===== config.mk =====
export PLATFORM = sky130hd
export DESIGN_NAME = bounded_array_list_engine
export DESIGN_NICKNAME = d
export VERILOG_FILES = /design/src/hdl/bal_pkg.sv /design/src/hdl/bounded_array_list_engine.sv /design/src/hdl/bal_ram.sv /design/src/hdl/bal_ctrl.sv
export SDC_FILE = /design/constraint.sdc
export NUM_CORES = 1
export LEC_CHECK = 0
export BUFFER_PORTS_ARGS = -buffer_cell sky130_fd_sc_hd__buf_2
export CORE_ASPECT_RATIO = 1.5
export CORE_MARGIN = 2
export CORE_UTILIZATION = 62
export CTS_CLUSTER_SIZE = 24
export DETAILED_ROUTE_END_ITERATION = 12
export MAX_ROUTING_LAYER = met4
export PLACE_DENSITY = 0.86
export RECOVER_POWER = 25
export SYNTH_ARGS = -nofsm -noshare
export SYNTH_HDL_FRONTEND = slang
export SYNTH_SLANG_ARGS = --single-unit

===== constraint.sdc =====
create_clock -name clk -period 5.24 [get_ports clk]
set_input_delay 0.786 -clock clk [delete_from_list [all_inputs] [get_ports clk]]
set_output_delay 0.786 -clock clk [all_outputs]
set_load 0.03 [all_outputs]

===== src/hdl/bal_pkg.sv =====
// Shared types and constants for the bounded array list engine.
// No dependencies; bal_ctrl and the top module refer to it by scoped names, bal_ram does not use it.
package bal_pkg;

  localparam int CAPACITY = 16;
  localparam int DATA_W   = 32;
  localparam int IDX_W    = $clog2(CAPACITY);
  localparam int CNT_W    = $clog2(CAPACITY + 1);
  localparam int POS_W    = 5;
  localparam int CMP_W    = (CNT_W > POS_W) ? CNT_W : POS_W;

  typedef enum logic [2:0] {
    ACT_INS_HEAD = 3'd0,
    ACT_INS_TAIL = 3'd1,
    ACT_INS_POS  = 3'd2,
    ACT_REM_HEAD = 3'd3,
    ACT_REM_TAIL = 3'd4,
    ACT_REM_POS  = 3'd5
  } action_t;

  typedef enum logic [1:0] {
    STS_OK    = 2'd0,
    STS_FULL  = 2'd1,
    STS_EMPTY = 2'd2,
    STS_RANGE = 2'd3
  } status_t;

  typedef enum logic [1:0] {
    ST_IDLE,
    ST_SHIFT,
    ST_FILL
  } state_t;

  typedef struct packed {
    action_t                   action;
    logic signed [DATA_W-1:0]  value_in;
    logic [POS_W-1:0]          position;
  } req_t;

  typedef struct packed {
    logic signed [DATA_W-1:0]  value_out;
    status_t                   status;
    logic [POS_W-1:0]          entry_count;
  } rsp_t;

  typedef struct packed {
    logic                we;
    logic [IDX_W-1:0]    waddr;
    logic [DATA_W-1:0]   wdata;
    logic                re;
    logic [IDX_W-1:0]    raddr;
  } mem_req_t;

endpackage


===== src/hdl/bounded_array_list_engine.sv =====
// Bounded array list engine: an ordered list of signed 32-bit values with insert
// and remove at head, tail or position. An accepted request (start high, busy low)
// returns one result beat, shown for a single cycle with done high; the receiver
// cannot stall it, so capture it on that cycle. Rejected requests (full, empty,
// bad position, unused action) answer on the next cycle. Work is bounded by the
// single-port-per-direction entry RAM, which moves one entry per cycle: an insert
// shifts the entries from the index to the tail up one place and then writes the
// value, a removal shifts the entries above the index down one place, index being
// where the entry goes in or comes out. Uses bal_pkg, bal_ram and bal_ctrl.
module bounded_array_list_engine (
  input  logic          clk,
  input  logic          rst,
  input  logic          start,
  output logic          busy,
  input  bal_pkg::req_t request,
  output logic          done,
  output bal_pkg::rsp_t result
);

  bal_pkg::mem_req_t          mem_req;
  logic [bal_pkg::DATA_W-1:0] rdata;

  bal_ctrl u_ctrl (
    .clk     (clk),
    .rst     (rst),
    .start   (start),
    .busy    (busy),
    .request (request),
    .done    (done),
    .result  (result),
    .mem_req (mem_req),
    .rdata   (rdata)
  );

  bal_ram #(
    .DEPTH (bal_pkg::CAPACITY),
    .WIDTH (bal_pkg::DATA_W)
  ) u_entries (
    .clk   (clk),
    .we    (mem_req.we),
    .waddr (mem_req.waddr),
    .wdata (mem_req.wdata),
    .re    (mem_req.re),
    .raddr (mem_req.raddr),
    .rdata (rdata)
  );

endmodule


===== src/hdl/bal_ram.sv =====
// Generic simple dual-port RAM: one write port, one read port, registered read data.
// No dependencies.
module bal_ram #(
  parameter int DEPTH = 16,
  parameter int WIDTH = 32
) (
  input  logic                     clk,
  input  logic                     we,
  input  logic [$clog2(DEPTH)-1:0] waddr,
  input  logic [WIDTH-1:0]         wdata,
  input  logic                     re,
  input  logic [$clog2(DEPTH)-1:0] raddr,
  output logic [WIDTH-1:0]         rdata
);

  logic [WIDTH-1:0] mem [DEPTH];

  always_ff @(posedge clk) begin
    if (we) begin
      mem[waddr] <= wdata;
    end
  end

  always_ff @(posedge clk) begin
    if (re) begin
      rdata <= mem[raddr];
    end
  end

endmodule


===== src/hdl/bal_ctrl.sv =====
// Request decoder and shift sequencer for the bounded array list engine.
// Uses bal_pkg; drives the entry RAM through a bal_pkg::mem_req_t bundle.
module bal_ctrl (
  input  logic                       clk,
  input  logic                       rst,
  input  logic                       start,
  output logic                       busy,
  input  bal_pkg::req_t              request,
  output logic                       done,
  output bal_pkg::rsp_t              result,
  output bal_pkg::mem_req_t          mem_req,
  input  logic [bal_pkg::DATA_W-1:0] rdata
);

  bal_pkg::state_t               state;
  bal_pkg::state_t               state_next;
  logic [bal_pkg::CNT_W-1:0]     count;
  logic                          up;
  logic [bal_pkg::IDX_W-1:0]     at;
  logic [bal_pkg::DATA_W-1:0]    value;
  logic [bal_pkg::IDX_W-1:0]     ptr;
  logic                          more;
  logic                          pend;
  logic [bal_pkg::IDX_W-1:0]     pend_addr;
  logic [bal_pkg::DATA_W-1:0]    rem_val;

  // Decode of the incoming request against the current count.
  logic                          accept;
  logic                          dec_ok;
  logic                          dec_up;
  logic [bal_pkg::IDX_W-1:0]     dec_at;
  bal_pkg::status_t              dec_status;
  logic                          is_full;
  logic                          is_empty;
  logic [bal_pkg::CMP_W-1:0]     pos_ext;
  logic [bal_pkg::CMP_W-1:0]     cnt_ext;
  logic [bal_pkg::IDX_W-1:0]     last_idx;
  logic                          ptr_end;
  logic [bal_pkg::DATA_W-1:0]    fin_val;

  assign accept   = start && !busy;
  assign busy     = (state != bal_pkg::ST_IDLE);
  assign is_full  = (count == bal_pkg::CNT_W'(bal_pkg::CAPACITY));
  assign is_empty = (count == '0);
  assign pos_ext  = bal_pkg::CMP_W'(request.position);
  assign cnt_ext  = bal_pkg::CMP_W'(count);
  assign last_idx = bal_pkg::IDX_W'(count - bal_pkg::CNT_W'(1));
  assign ptr_end  = up ? (ptr == at) : (ptr == last_idx);
  // The removed entry is the first one read; it may still be in flight at the end.
  assign fin_val  = (pend && (pend_addr == at)) ? rdata : rem_val;

  always_comb begin
    dec_ok     = 1'b0;
    dec_up     = 1'b1;
    dec_at     = '0;
    dec_status = bal_pkg::STS_OK;
    case (request.action)
      bal_pkg::ACT_INS_HEAD, bal_pkg::ACT_INS_TAIL, bal_pkg::ACT_INS_POS: begin
        if (is_full) begin
          dec_status = bal_pkg::STS_FULL;
        end else if (request.action == bal_pkg::ACT_INS_HEAD) begin
          dec_ok = 1'b1;
        end else if (request.action == bal_pkg::ACT_INS_TAIL) begin
          dec_ok = 1'b1;
          dec_at = bal_pkg::IDX_W'(count);
        end else if (pos_ext > cnt_ext) begin
          dec_status = bal_pkg::STS_RANGE;
        end else begin
          dec_ok = 1'b1;
          dec_at = bal_pkg::IDX_W'(pos_ext);
        end
      end
      bal_pkg::ACT_REM_HEAD, bal_pkg::ACT_REM_TAIL, bal_pkg::ACT_REM_POS: begin
        dec_up = 1'b0;
        if (is_empty) begin
          dec_status = bal_pkg::STS_EMPTY;
        end else if (request.action == bal_pkg::ACT_REM_HEAD) begin
          dec_ok = 1'b1;
        end else if (request.action == bal_pkg::ACT_REM_TAIL) begin
          dec_ok = 1'b1;
          dec_at = last_idx;
        end else if (pos_ext >= cnt_ext) begin
          dec_status = bal_pkg::STS_RANGE;
        end else begin
          dec_ok = 1'b1;
          dec_at = bal_pkg::IDX_W'(pos_ext);
        end
      end
      default: begin
        dec_ok = 1'b0;
      end
    endcase
  end

  // Next state.
  always_comb begin
    state_next = state;
    case (state)
      bal_pkg::ST_IDLE: begin
        if (accept && dec_ok) begin
          state_next = bal_pkg::ST_SHIFT;
        end
      end
      bal_pkg::ST_SHIFT: begin
        if (!more) begin
          state_next = up ? bal_pkg::ST_FILL : bal_pkg::ST_IDLE;
        end
      end
      bal_pkg::ST_FILL: begin
        state_next = bal_pkg::ST_IDLE;
      end
      default: begin
        state_next = bal_pkg::ST_IDLE;
      end
    endcase
  end

  // Memory port drive. Reads walk one way while the delayed writes trail them.
  always_comb begin
    mem_req = '0;
    case (state)
      bal_pkg::ST_SHIFT: begin
        mem_req.re    = more;
        mem_req.raddr = ptr;
        mem_req.we    = pend && (up || (pend_addr != at));
        mem_req.waddr = up ? (pend_addr + bal_pkg::IDX_W'(1))
                           : (pend_addr - bal_pkg::IDX_W'(1));
        mem_req.wdata = rdata;
      end
      bal_pkg::ST_FILL: begin
        mem_req.we    = 1'b1;
        mem_req.waddr = at;
        mem_req.wdata = value;
      end
      default: begin
        mem_req = '0;
      end
    endcase
  end

  always_ff @(posedge clk) begin
    if (rst) begin
      state <= bal_pkg::ST_IDLE;
      count <= '0;
      done  <= 1'b0;
      more  <= 1'b0;
      pend  <= 1'b0;
    end else begin
      state <= state_next;
      done  <= 1'b0;
      case (state)
        bal_pkg::ST_IDLE: begin
          if (accept) begin
            up    <= dec_up;
            at    <= dec_at;
            value <= request.value_in;
            ptr   <= dec_up ? last_idx : dec_at;
            more  <= dec_up ? (bal_pkg::IDX_W'(count) != dec_at) : 1'b1;
            pend  <= 1'b0;
            if (!dec_ok) begin
              done               <= 1'b1;
              result.value_out   <= '0;
              result.status      <= dec_status;
              result.entry_count <= bal_pkg::POS_W'(cnt_ext);
            end
          end
        end
        bal_pkg::ST_SHIFT: begin
          pend      <= more;
          pend_addr <= ptr;
          if (pend && (pend_addr == at) && !up) begin
            rem_val <= rdata;
          end
          if (more) begin
            if (ptr_end) begin
              more <= 1'b0;
            end else begin
              ptr <= up ? (ptr - bal_pkg::IDX_W'(1)) : (ptr + bal_pkg::IDX_W'(1));
            end
          end else if (!up) begin
            count              <= count - bal_pkg::CNT_W'(1);
            done               <= 1'b1;
            result.value_out   <= fin_val;
            result.status      <= bal_pkg::STS_OK;
            result.entry_count <= bal_pkg::POS_W'(bal_pkg::CMP_W'(count - bal_pkg::CNT_W'(1)));
          end
        end
        bal_pkg::ST_FILL: begin
          count              <= count + bal_pkg::CNT_W'(1);
          done               <= 1'b1;
          result.value_out   <= '0;
          result.status      <= bal_pkg::STS_OK;
          result.entry_count <= bal_pkg::POS_W'(bal_pkg::CMP_W'(count + bal_pkg::CNT_W'(1)));
        end
        default: begin
          done <= 1'b0;
        end
      endcase
    end
  end

  a_done_idle: assert property (@(posedge clk) disable iff (rst)
    done |-> state == bal_pkg::ST_IDLE)
    else $error("result strobe outside idle");

  a_no_rw_clash: assert property (@(posedge clk) disable iff (rst)
    (mem_req.we && mem_req.re) |-> (mem_req.waddr != mem_req.raddr))
    else $error("shift reads and writes the same entry");

  a_fill_count: assert property (@(posedge clk) disable iff (rst)
    state == bal_pkg::ST_FILL |=> done && (count == $past(count) + bal_pkg::CNT_W'(1)))
    else $error("insert did not grow the list by one");

  a_error_holds: assert property (@(posedge clk) disable iff (rst)
    (done && (result.status != bal_pkg::STS_OK)) |-> $stable(count))
    else $error("rejected request changed the count");

  a_count_bound: assert property (@(posedge clk) disable iff (rst)
    state == bal_pkg::ST_SHIFT |-> count <= bal_pkg::CNT_W'(bal_pkg::CAPACITY))
    else $error("count beyond capacity");

endmodule

======== Word-level counts from Yosys, hierarchy flattened ========
Memory sizes are Yosys's and may differ from the RTL's. A register that Yosys moved wholly into a read port is not among the register bits.
Index checks and enable logic that the tools add are counted.
word-level totals
  flip-flop bits (word level) ............. 126
  bits in writable memories ............... 512
  memories ................................ 1
  output and inout port bits .............. 41
  input bits .............................. 43
  logic and storage cells ................. 134
memories
  memory         depth  width  rd ports  clocked after memory_dff  wr ports  line           source
  u_entries.mem  16     32     1         1                         1         bal_ram.sv:16  logic [WIDTH-1:0] mem [DEPTH];
operators by class
  reductions and logical operators ........ 25
  $lt $le $gt $ge ......................... 2
  $add $sub $neg .......................... 6
  bitwise operators ....................... 1
  mux-type cells .......................... 65
  eq/ne operators ......................... 20
operator list
  kind                                                   number
  2-to-1 mux 39 bit                                      4
  case mux 39 bit (3 select lines)                       1
  case mux 37 bit (2 select lines)                       1
  2-to-1 mux 4 bit                                       14
  2-to-1 mux 32 bit                                      1
  2-to-1 mux 2 bit                                       11
  2-to-1 mux 1 bit                                       21
  case mux 4 bit (2 select lines)                        2
  2-to-1 mux 5 bit                                       3
  == test 4 bit                                          3
  case mux 5 bit (2 select lines)                        1
  AND reduction 3 bit                                    3
  adder 4 x 1 -> 4 bit, second input constant            2
  inequality test 2 bit, second input constant           4
  inequality test 4 bit                                  2
  case mux 2 bit (2 select lines)                        2
  subtractor 4 x 1 -> 4 bit, second input constant       2
  == test 3 x 2 -> 1 bit, second input constant          2
  == test 3 bit, second input constant                   2
  inequality test 2 x 1 -> 1 bit, second input constant  3
  case mux 1 bit (2 select lines)                        3
  AND reduction 2 bit                                    3
  AND reduction 6 bit                                    1
  nonzero test 2 bit                                     3
  19 further kinds                                       25

======== Depth between registers and ports, before layout ========
  depth after elaboration ................. 10
  gate-level depth with buffers ........... 11
  depth with buffers taken out ............ 9

======== Hierarchy ========
From an unflattened synthesis, not the netlist that was laid out.
unflattened totals
  cell total of the unflattened synthesis .. 1344
  area total of the unflattened synthesis .. 26360.3 um^2
modules (own cells, without submodules)
  module    instances  cells an instance  area an instance (um^2)  sequential area each (um^2)
  bal_ram   1          838                20155.6                  16335.7
  bal_ctrl  1          506                6204.7                   3683.5

======== Worst setup path before layout ========
Ideal clock, no wire load.
  path kind ............................... in2reg
  from .................................... input port request[2] (netlist bit)
  to ...................................... register u_ctrl.result[0] (netlist name)
  arrival time ............................ 4.083 ns
  cell stages on the path ................. 8
  buffers on the path ..................... 1
  setup time .............................. 0.448 ns
  setup slack ............................. 0.708 ns
  required time ........................... 4.792 ns
  cell sequence ........................... ha_1 and4_1 buf_2 a22oi_2 o21ai_0 a21oi_2 nand2_1 a21oi_1
between the ends
  longest elaborated chain between the ends .. 8
  elaborated cells between the ends (all ways) .. 13
  those cells by class .................... 2 x order compare; 1 x eq/ne; 9 x mux; 1 x reduce/logical
ends and longest elaborated chain
  element                                                               line                             source
  start: declaration                                                    bounded_array_list_engine.sv:15  input bal_pkg::req_t request,
  >= comparator 5 bit or greater-than comparator 5 bit (tied branches)  bal_ctrl.sv:82, bal_ctrl.sv:66
  2-to-1 mux 1 bit (on tied branches)                                   bal_ctrl.sv:82, bal_ctrl.sv:66
  2-to-1 mux 1 bit (on tied branches)                                   bal_ctrl.sv:79, bal_ctrl.sv:63
  2-to-1 mux 1 bit (on tied branches)                                   bal_ctrl.sv:77, bal_ctrl.sv:61
  2-to-1 mux 1 bit (on tied branches)                                   bal_ctrl.sv:75, bal_ctrl.sv:59
  case mux 1 bit (2 select lines) (*)                                   bal_ctrl.sv:57                   case (request.action)
  inequality test 2 bit (no source line) (*)                            -
  AND reduction 6 bit (no source line) (*)                              -
Every way passes the cells marked *; elsewhere a longest branch is shown, timed or not.
A chain may end at the register's enable or synchronous reset.

======== Worst setup path after layout ========
  from .................................... register u_ctrl.ptr[2] (netlist bit)
  to ...................................... register u_entries.rdata[28], read port of u_entries.mem (data pin)
between the ends
  longest elaborated chain between the ends .. 1
ends and longest elaborated chain
  element                   line             source
  start: declaration        bal_ctrl.sv:21   logic [bal_pkg::IDX_W-1:0] ptr;
  start signal: assignment  bal_ctrl.sv:157  ptr <= dec_up ? last_idx : dec_at;
  start signal: assignment  bal_ctrl.sv:178  ptr <= up ? (ptr - bal_pkg::IDX_W'(1)) : (ptr + bal_pkg::IDX_W'(1));
  2-to-1 mux 5 bit          bal_ctrl.sv:121  case (state)
  end: declaration          bal_ram.sv:13    output logic [WIDTH-1:0] rdata
Every way passes these cells.

==> impl_metrics.json <==
{
  "slew_violations": 130,
  "port_buffers": 83,
  "io_pins": 84,
  "required_ps": 5640,
  "drt_iter0_drc": 2071,
  "seq_power_share_pct": 48.3,
  "synthCells": 1805,
  "gp_congestion": 0.891,
  "worst-path-buf-inv": 1,
  "antenna_found_initial": 2,
  "synth_edf_count": 660,
  "grt_pass1_wl_mm": 96.2,
  "vias_per_cell": 6.66,
  "p_switching_mw": 3.76,
  "synth.avg_cell_area_um2": 15.2,
  "arrival_ps": 4960,
  "final-seq-area_um2": 20000,
  "core-area_um2": 43800,
  "clk_latency_ps": 600,
  "n_fill_cell": 2758,
  "wl_met1_mm": 23.1,
  "globalRouteOverflowTotal": 0,
  "cts_made_buffers": 56,
  "fmax_mhz": 220,
  "critPathMostFrequentCell": "o21ai_0",
  "clockBufferDepth": 3,
  "rsz0062_at_grt": "no",
  "synth_area_um2": 27500,
  "multiInputGateArea_um2": 7030,
  "outcome": "finished with violations",
  "cap_violations": 4,
  "critPathMaxFanout": 46,
  "finalSetupTns_ps": 0,
  "die-area_um2": 46000,
  "detail-route-antenna-nets": 0,
  "tritoncts": "done",
  "place_area_um2": 28500,
  "grt_usage_pct": 28.6,
  "final_nets": 1907,
  "first_global_vias": 16500,
  "cts_sinks": 670,
  "power_frac_clock_pct": 31.7,
  "chipWidth_um": 176,
  "yosysWarnings": 0,
  "path_cells": "clkbuf_1 > o21ai_0 > o21ai_0",
  "path_clk_slew_ps": 70,
  "postLayoutCellArea_um2": 30200,
  "synthDistinctLibCells": 58,
  "maxUsedRoutingLayer": "met4",
  "async_reset_ff_share_pct": 0,
  "powerDensity_nw_per_um2": 432,
  "grt_max_degree": 197,
  "timing.rr.start": "u_ctrl.ptr[2]",
  "internal_power_mw": 9.28,
  "skew_ps": 12.7,
  "hp-start": "request[30]",
  "p_comb_share_pct": 19.9,
  "routedWlPerCell_um": 26.0,
  "hold_depth": 1,
  "post_cts_resized": 0,
  "period_share_pct": 86.9,
  "reg2reg_slack_ps": 690,
  "tightestPinTransition_ps": 2650,
  "ys_seq_area_share_pct": 72.9,
  "firstDrtPassIters": 5,
  "p_leak_nw": 9.86,
  "cts_max_level": 2,
  "violations": "capacitance limit, slew limit",
  "hold_buffers": 0,
  "hold_end": "u_ctrl.value[25]",
  "dp_hpwl_mm": 38.4,
  "areaGrowthSynthToFinish_pct": 9.85,
  "critPathMaxStageDelay_ps": 1960,
  "finalCriticalPeriod_ps": 4550,
  "r2r-end": "u_entries.rdata[28]",
  "vias": 16400,
  "wl_met2_mm": 32.7,
  "cp_top_family": "buffers and inverters",
  "start_util_pct": 62.8,
  "swShare_pct": 28.9,
  "rows": 94,
  "critPathKind": "register to register",
  "drc": 0,
  "ys_ff_latch": 670,
  "critPathSlowestCell": "clkbuf_1",
  "crit_path_end_kind": "register",
  "cts_setup_buffers": 0,
  "drt-total-wl_mm": 64.0,
  "ff2ff_path_depth": 3,
  "cts-root-buf": "clkbuf_16",
  "route.met3.wl_mm": 5.90,
  "ys.flop_type": "edfxtp_1",
  "synth_fp_nets": 1865,
  "cp-start-kind": "register",
  "irDropWorstVdd_mv": 0.273,
  "finalHoldViolations": 0,
  "drive_gt1_share_pct": 13.8,
  "maxSlewHeadroom_pct": -77.0,
  "hp-class": "input pin to register",
  "setup_viol": 0,
  "die_y_um": 262
}
synthesized netlist by cell type, types with 3 or more instances:
master / instances / area (µm²)
buf_1: 15 / 56.3
clkbuf_1: 81 / 304
nor2b_1: 9 / 56.3
edfxtp_1: 660 / 19800
nand2_1: 69 / 259
a221oi_1: 32 / 280
nand2b_1: 9 / 56.3
nor2_1: 69 / 259
a22oi_1: 37 / 278
a21oi_1: 151 / 756
nand3b_1: 3 / 22.5
ha_1: 15 / 188
inv_1: 16 / 60.1
xnor2_1: 13 / 114
nor3_1: 4 / 20.0
buf_2: 26 / 130
a22o_1: 35 / 307
nand3_1: 39 / 195
nor3b_1: 3 / 22.5
o21ai_1: 4 / 20.0
and2_1: 5 / 31.3
xor2_1: 9 / 78.8
dfxtp_1: 10 / 200
mux2_2: 97 / 1090
mux2i_1: 135 / 1350
o21ai_0: 201 / 1010
a21o_1: 6 / 45.0
o22ai_1: 8 / 50.1
a31oi_1: 3 / 18.8
a211oi_1: 5 / 37.5
stage by stage:
step / setup slack (ps) / std cells / power (mW) / hold WS (ps) / util (%)
after floorplan: 708 / 1805 / 8.15 / 421 / -
after global placement: 1320 / 2365 / 8.89 / 464 / 65.1
after detailed placement: 1270 / 2365 / 8.97 / 474 / 65.1
after CTS: 1220 / 2463 / 13.0 / 345 / 69.2
after global routing: 770 / 2465 / 13.4 / 347 / 68.9
final: 686 / 2465 / 13.0 / 354 / 68.9
worst register-to-register path, stage by stage (launching register included):
cell and delay, ps:
edfxtp_1 1170, clkbuf_1 1960, o21ai_0 800, o21ai_0 430
flip-flops by register name (all words and copies together), names as in the netlist, 2 cells and up:
| register | cells |
|---|---|
| u_ctrl.value | 32 |
| u_ctrl.cnt_ext | 5 |
| u_ctrl.state | 2 |
| u_ctrl.pend_addr | 4 |
| u_ctrl.ptr | 4 |
| u_ctrl.result | 39 |
| u_ctrl.rem_val | 32 |
| u_entries.mem | 512 |
| u_entries.rdata | 32 |
| u_ctrl.at | 4 |
cell usage in the layout, fill, tap and decap left out, drive strengths merged, types with 4 or more instances in the layout:
cell type | synthesis | layout
edfxtp | 660 | 660
o21ai | 205 | 205
a21oi | 153 | 153
mux2i | 135 | 135
clkbuf | 81 | 122
mux2 | 97 | 97
nand2 | 69 | 69
nor2 | 69 | 69
buf | 41 | 53
nand3 | 39 | 39
a22oi | 38 | 38
a22o | 35 | 35
a221oi | 32 | 32
inv | 17 | 21
clkinv | 1 | 19
ha | 15 | 15
xnor2 | 13 | 13
dfxtp | 10 | 10
xor2 | 9 | 9
nand2b | 9 | 9
nor2b | 9 | 9
o22ai | 8 | 8
a21o | 6 | 6
bufinv | 0 | 6
a211oi | 6 | 6
and2 | 5 | 5
nor3 | 4 | 4
layout make-up:
class,count,area share [%]
Multi-Input combinational cell,995,23.3
Tap cell,576,2.39
Sequential cell,670,66.4
Clock inverter,29,1.01
Clock buffer,69,4.98
Timing Repair Buffer,106,1.70
Inverter,18,0.224
Antenna cell,2,0.0166
power by group through the flow:
stage | Combinational, mW | Sequential [mW] | Clock, mW
2_1_floorplan | 1.71 | 6.44 | 0
3_3_place_gp | 2.49 | 6.40 | 0
5_1_grt | 2.77 | 6.31 | 4.36
3_5_place_dp | 2.56 | 6.40 | 0
4_1_cts | 2.59 | 6.29 | 4.16
6_report | 2.60 | 6.30 | 4.14
per-layer routing:
layer | track usage [%] | vias to the layer above
met5 | - | -
met4 | 12.1 | 0
met3 | 4.04 | 179
met1 | 35.6 | 8062
li1 | - | 7107
met2 | 47.6 | 1060
worst max-delay path by stage:
stage	from	end	slack, ps	cells past startpoint
after global routing	u_ctrl.cnt_ext[2]	u_ctrl.result[33]	770	10
after CTS	u_ctrl.state[0]	u_entries.mem[11][20]	1220	8
after floorplan	request[2]	u_ctrl.result[0]	710	8
final	u_ctrl.ptr[2]	u_entries.rdata[28]	690	3
after detailed placement	request[2]	u_ctrl.result[27]	1270	10
after global placement	request[2]	u_ctrl.result[27]	1320	10
cell families after synthesis:
| logic type | synth area share (%) |
|---|---|
| XOR/XNOR | 0.702 |
| multiplexers | 8.90 |
| flip-flops | 72.9 |
| AND/OR/NAND/NOR | 3.76 |
| adder cells (fa/ha/maj) | 0.829 |
| AO/OA/AOI/OAI | 10.9 |
| buffers and inverters | 2.03 |
(Power assumes the default switching activity.)
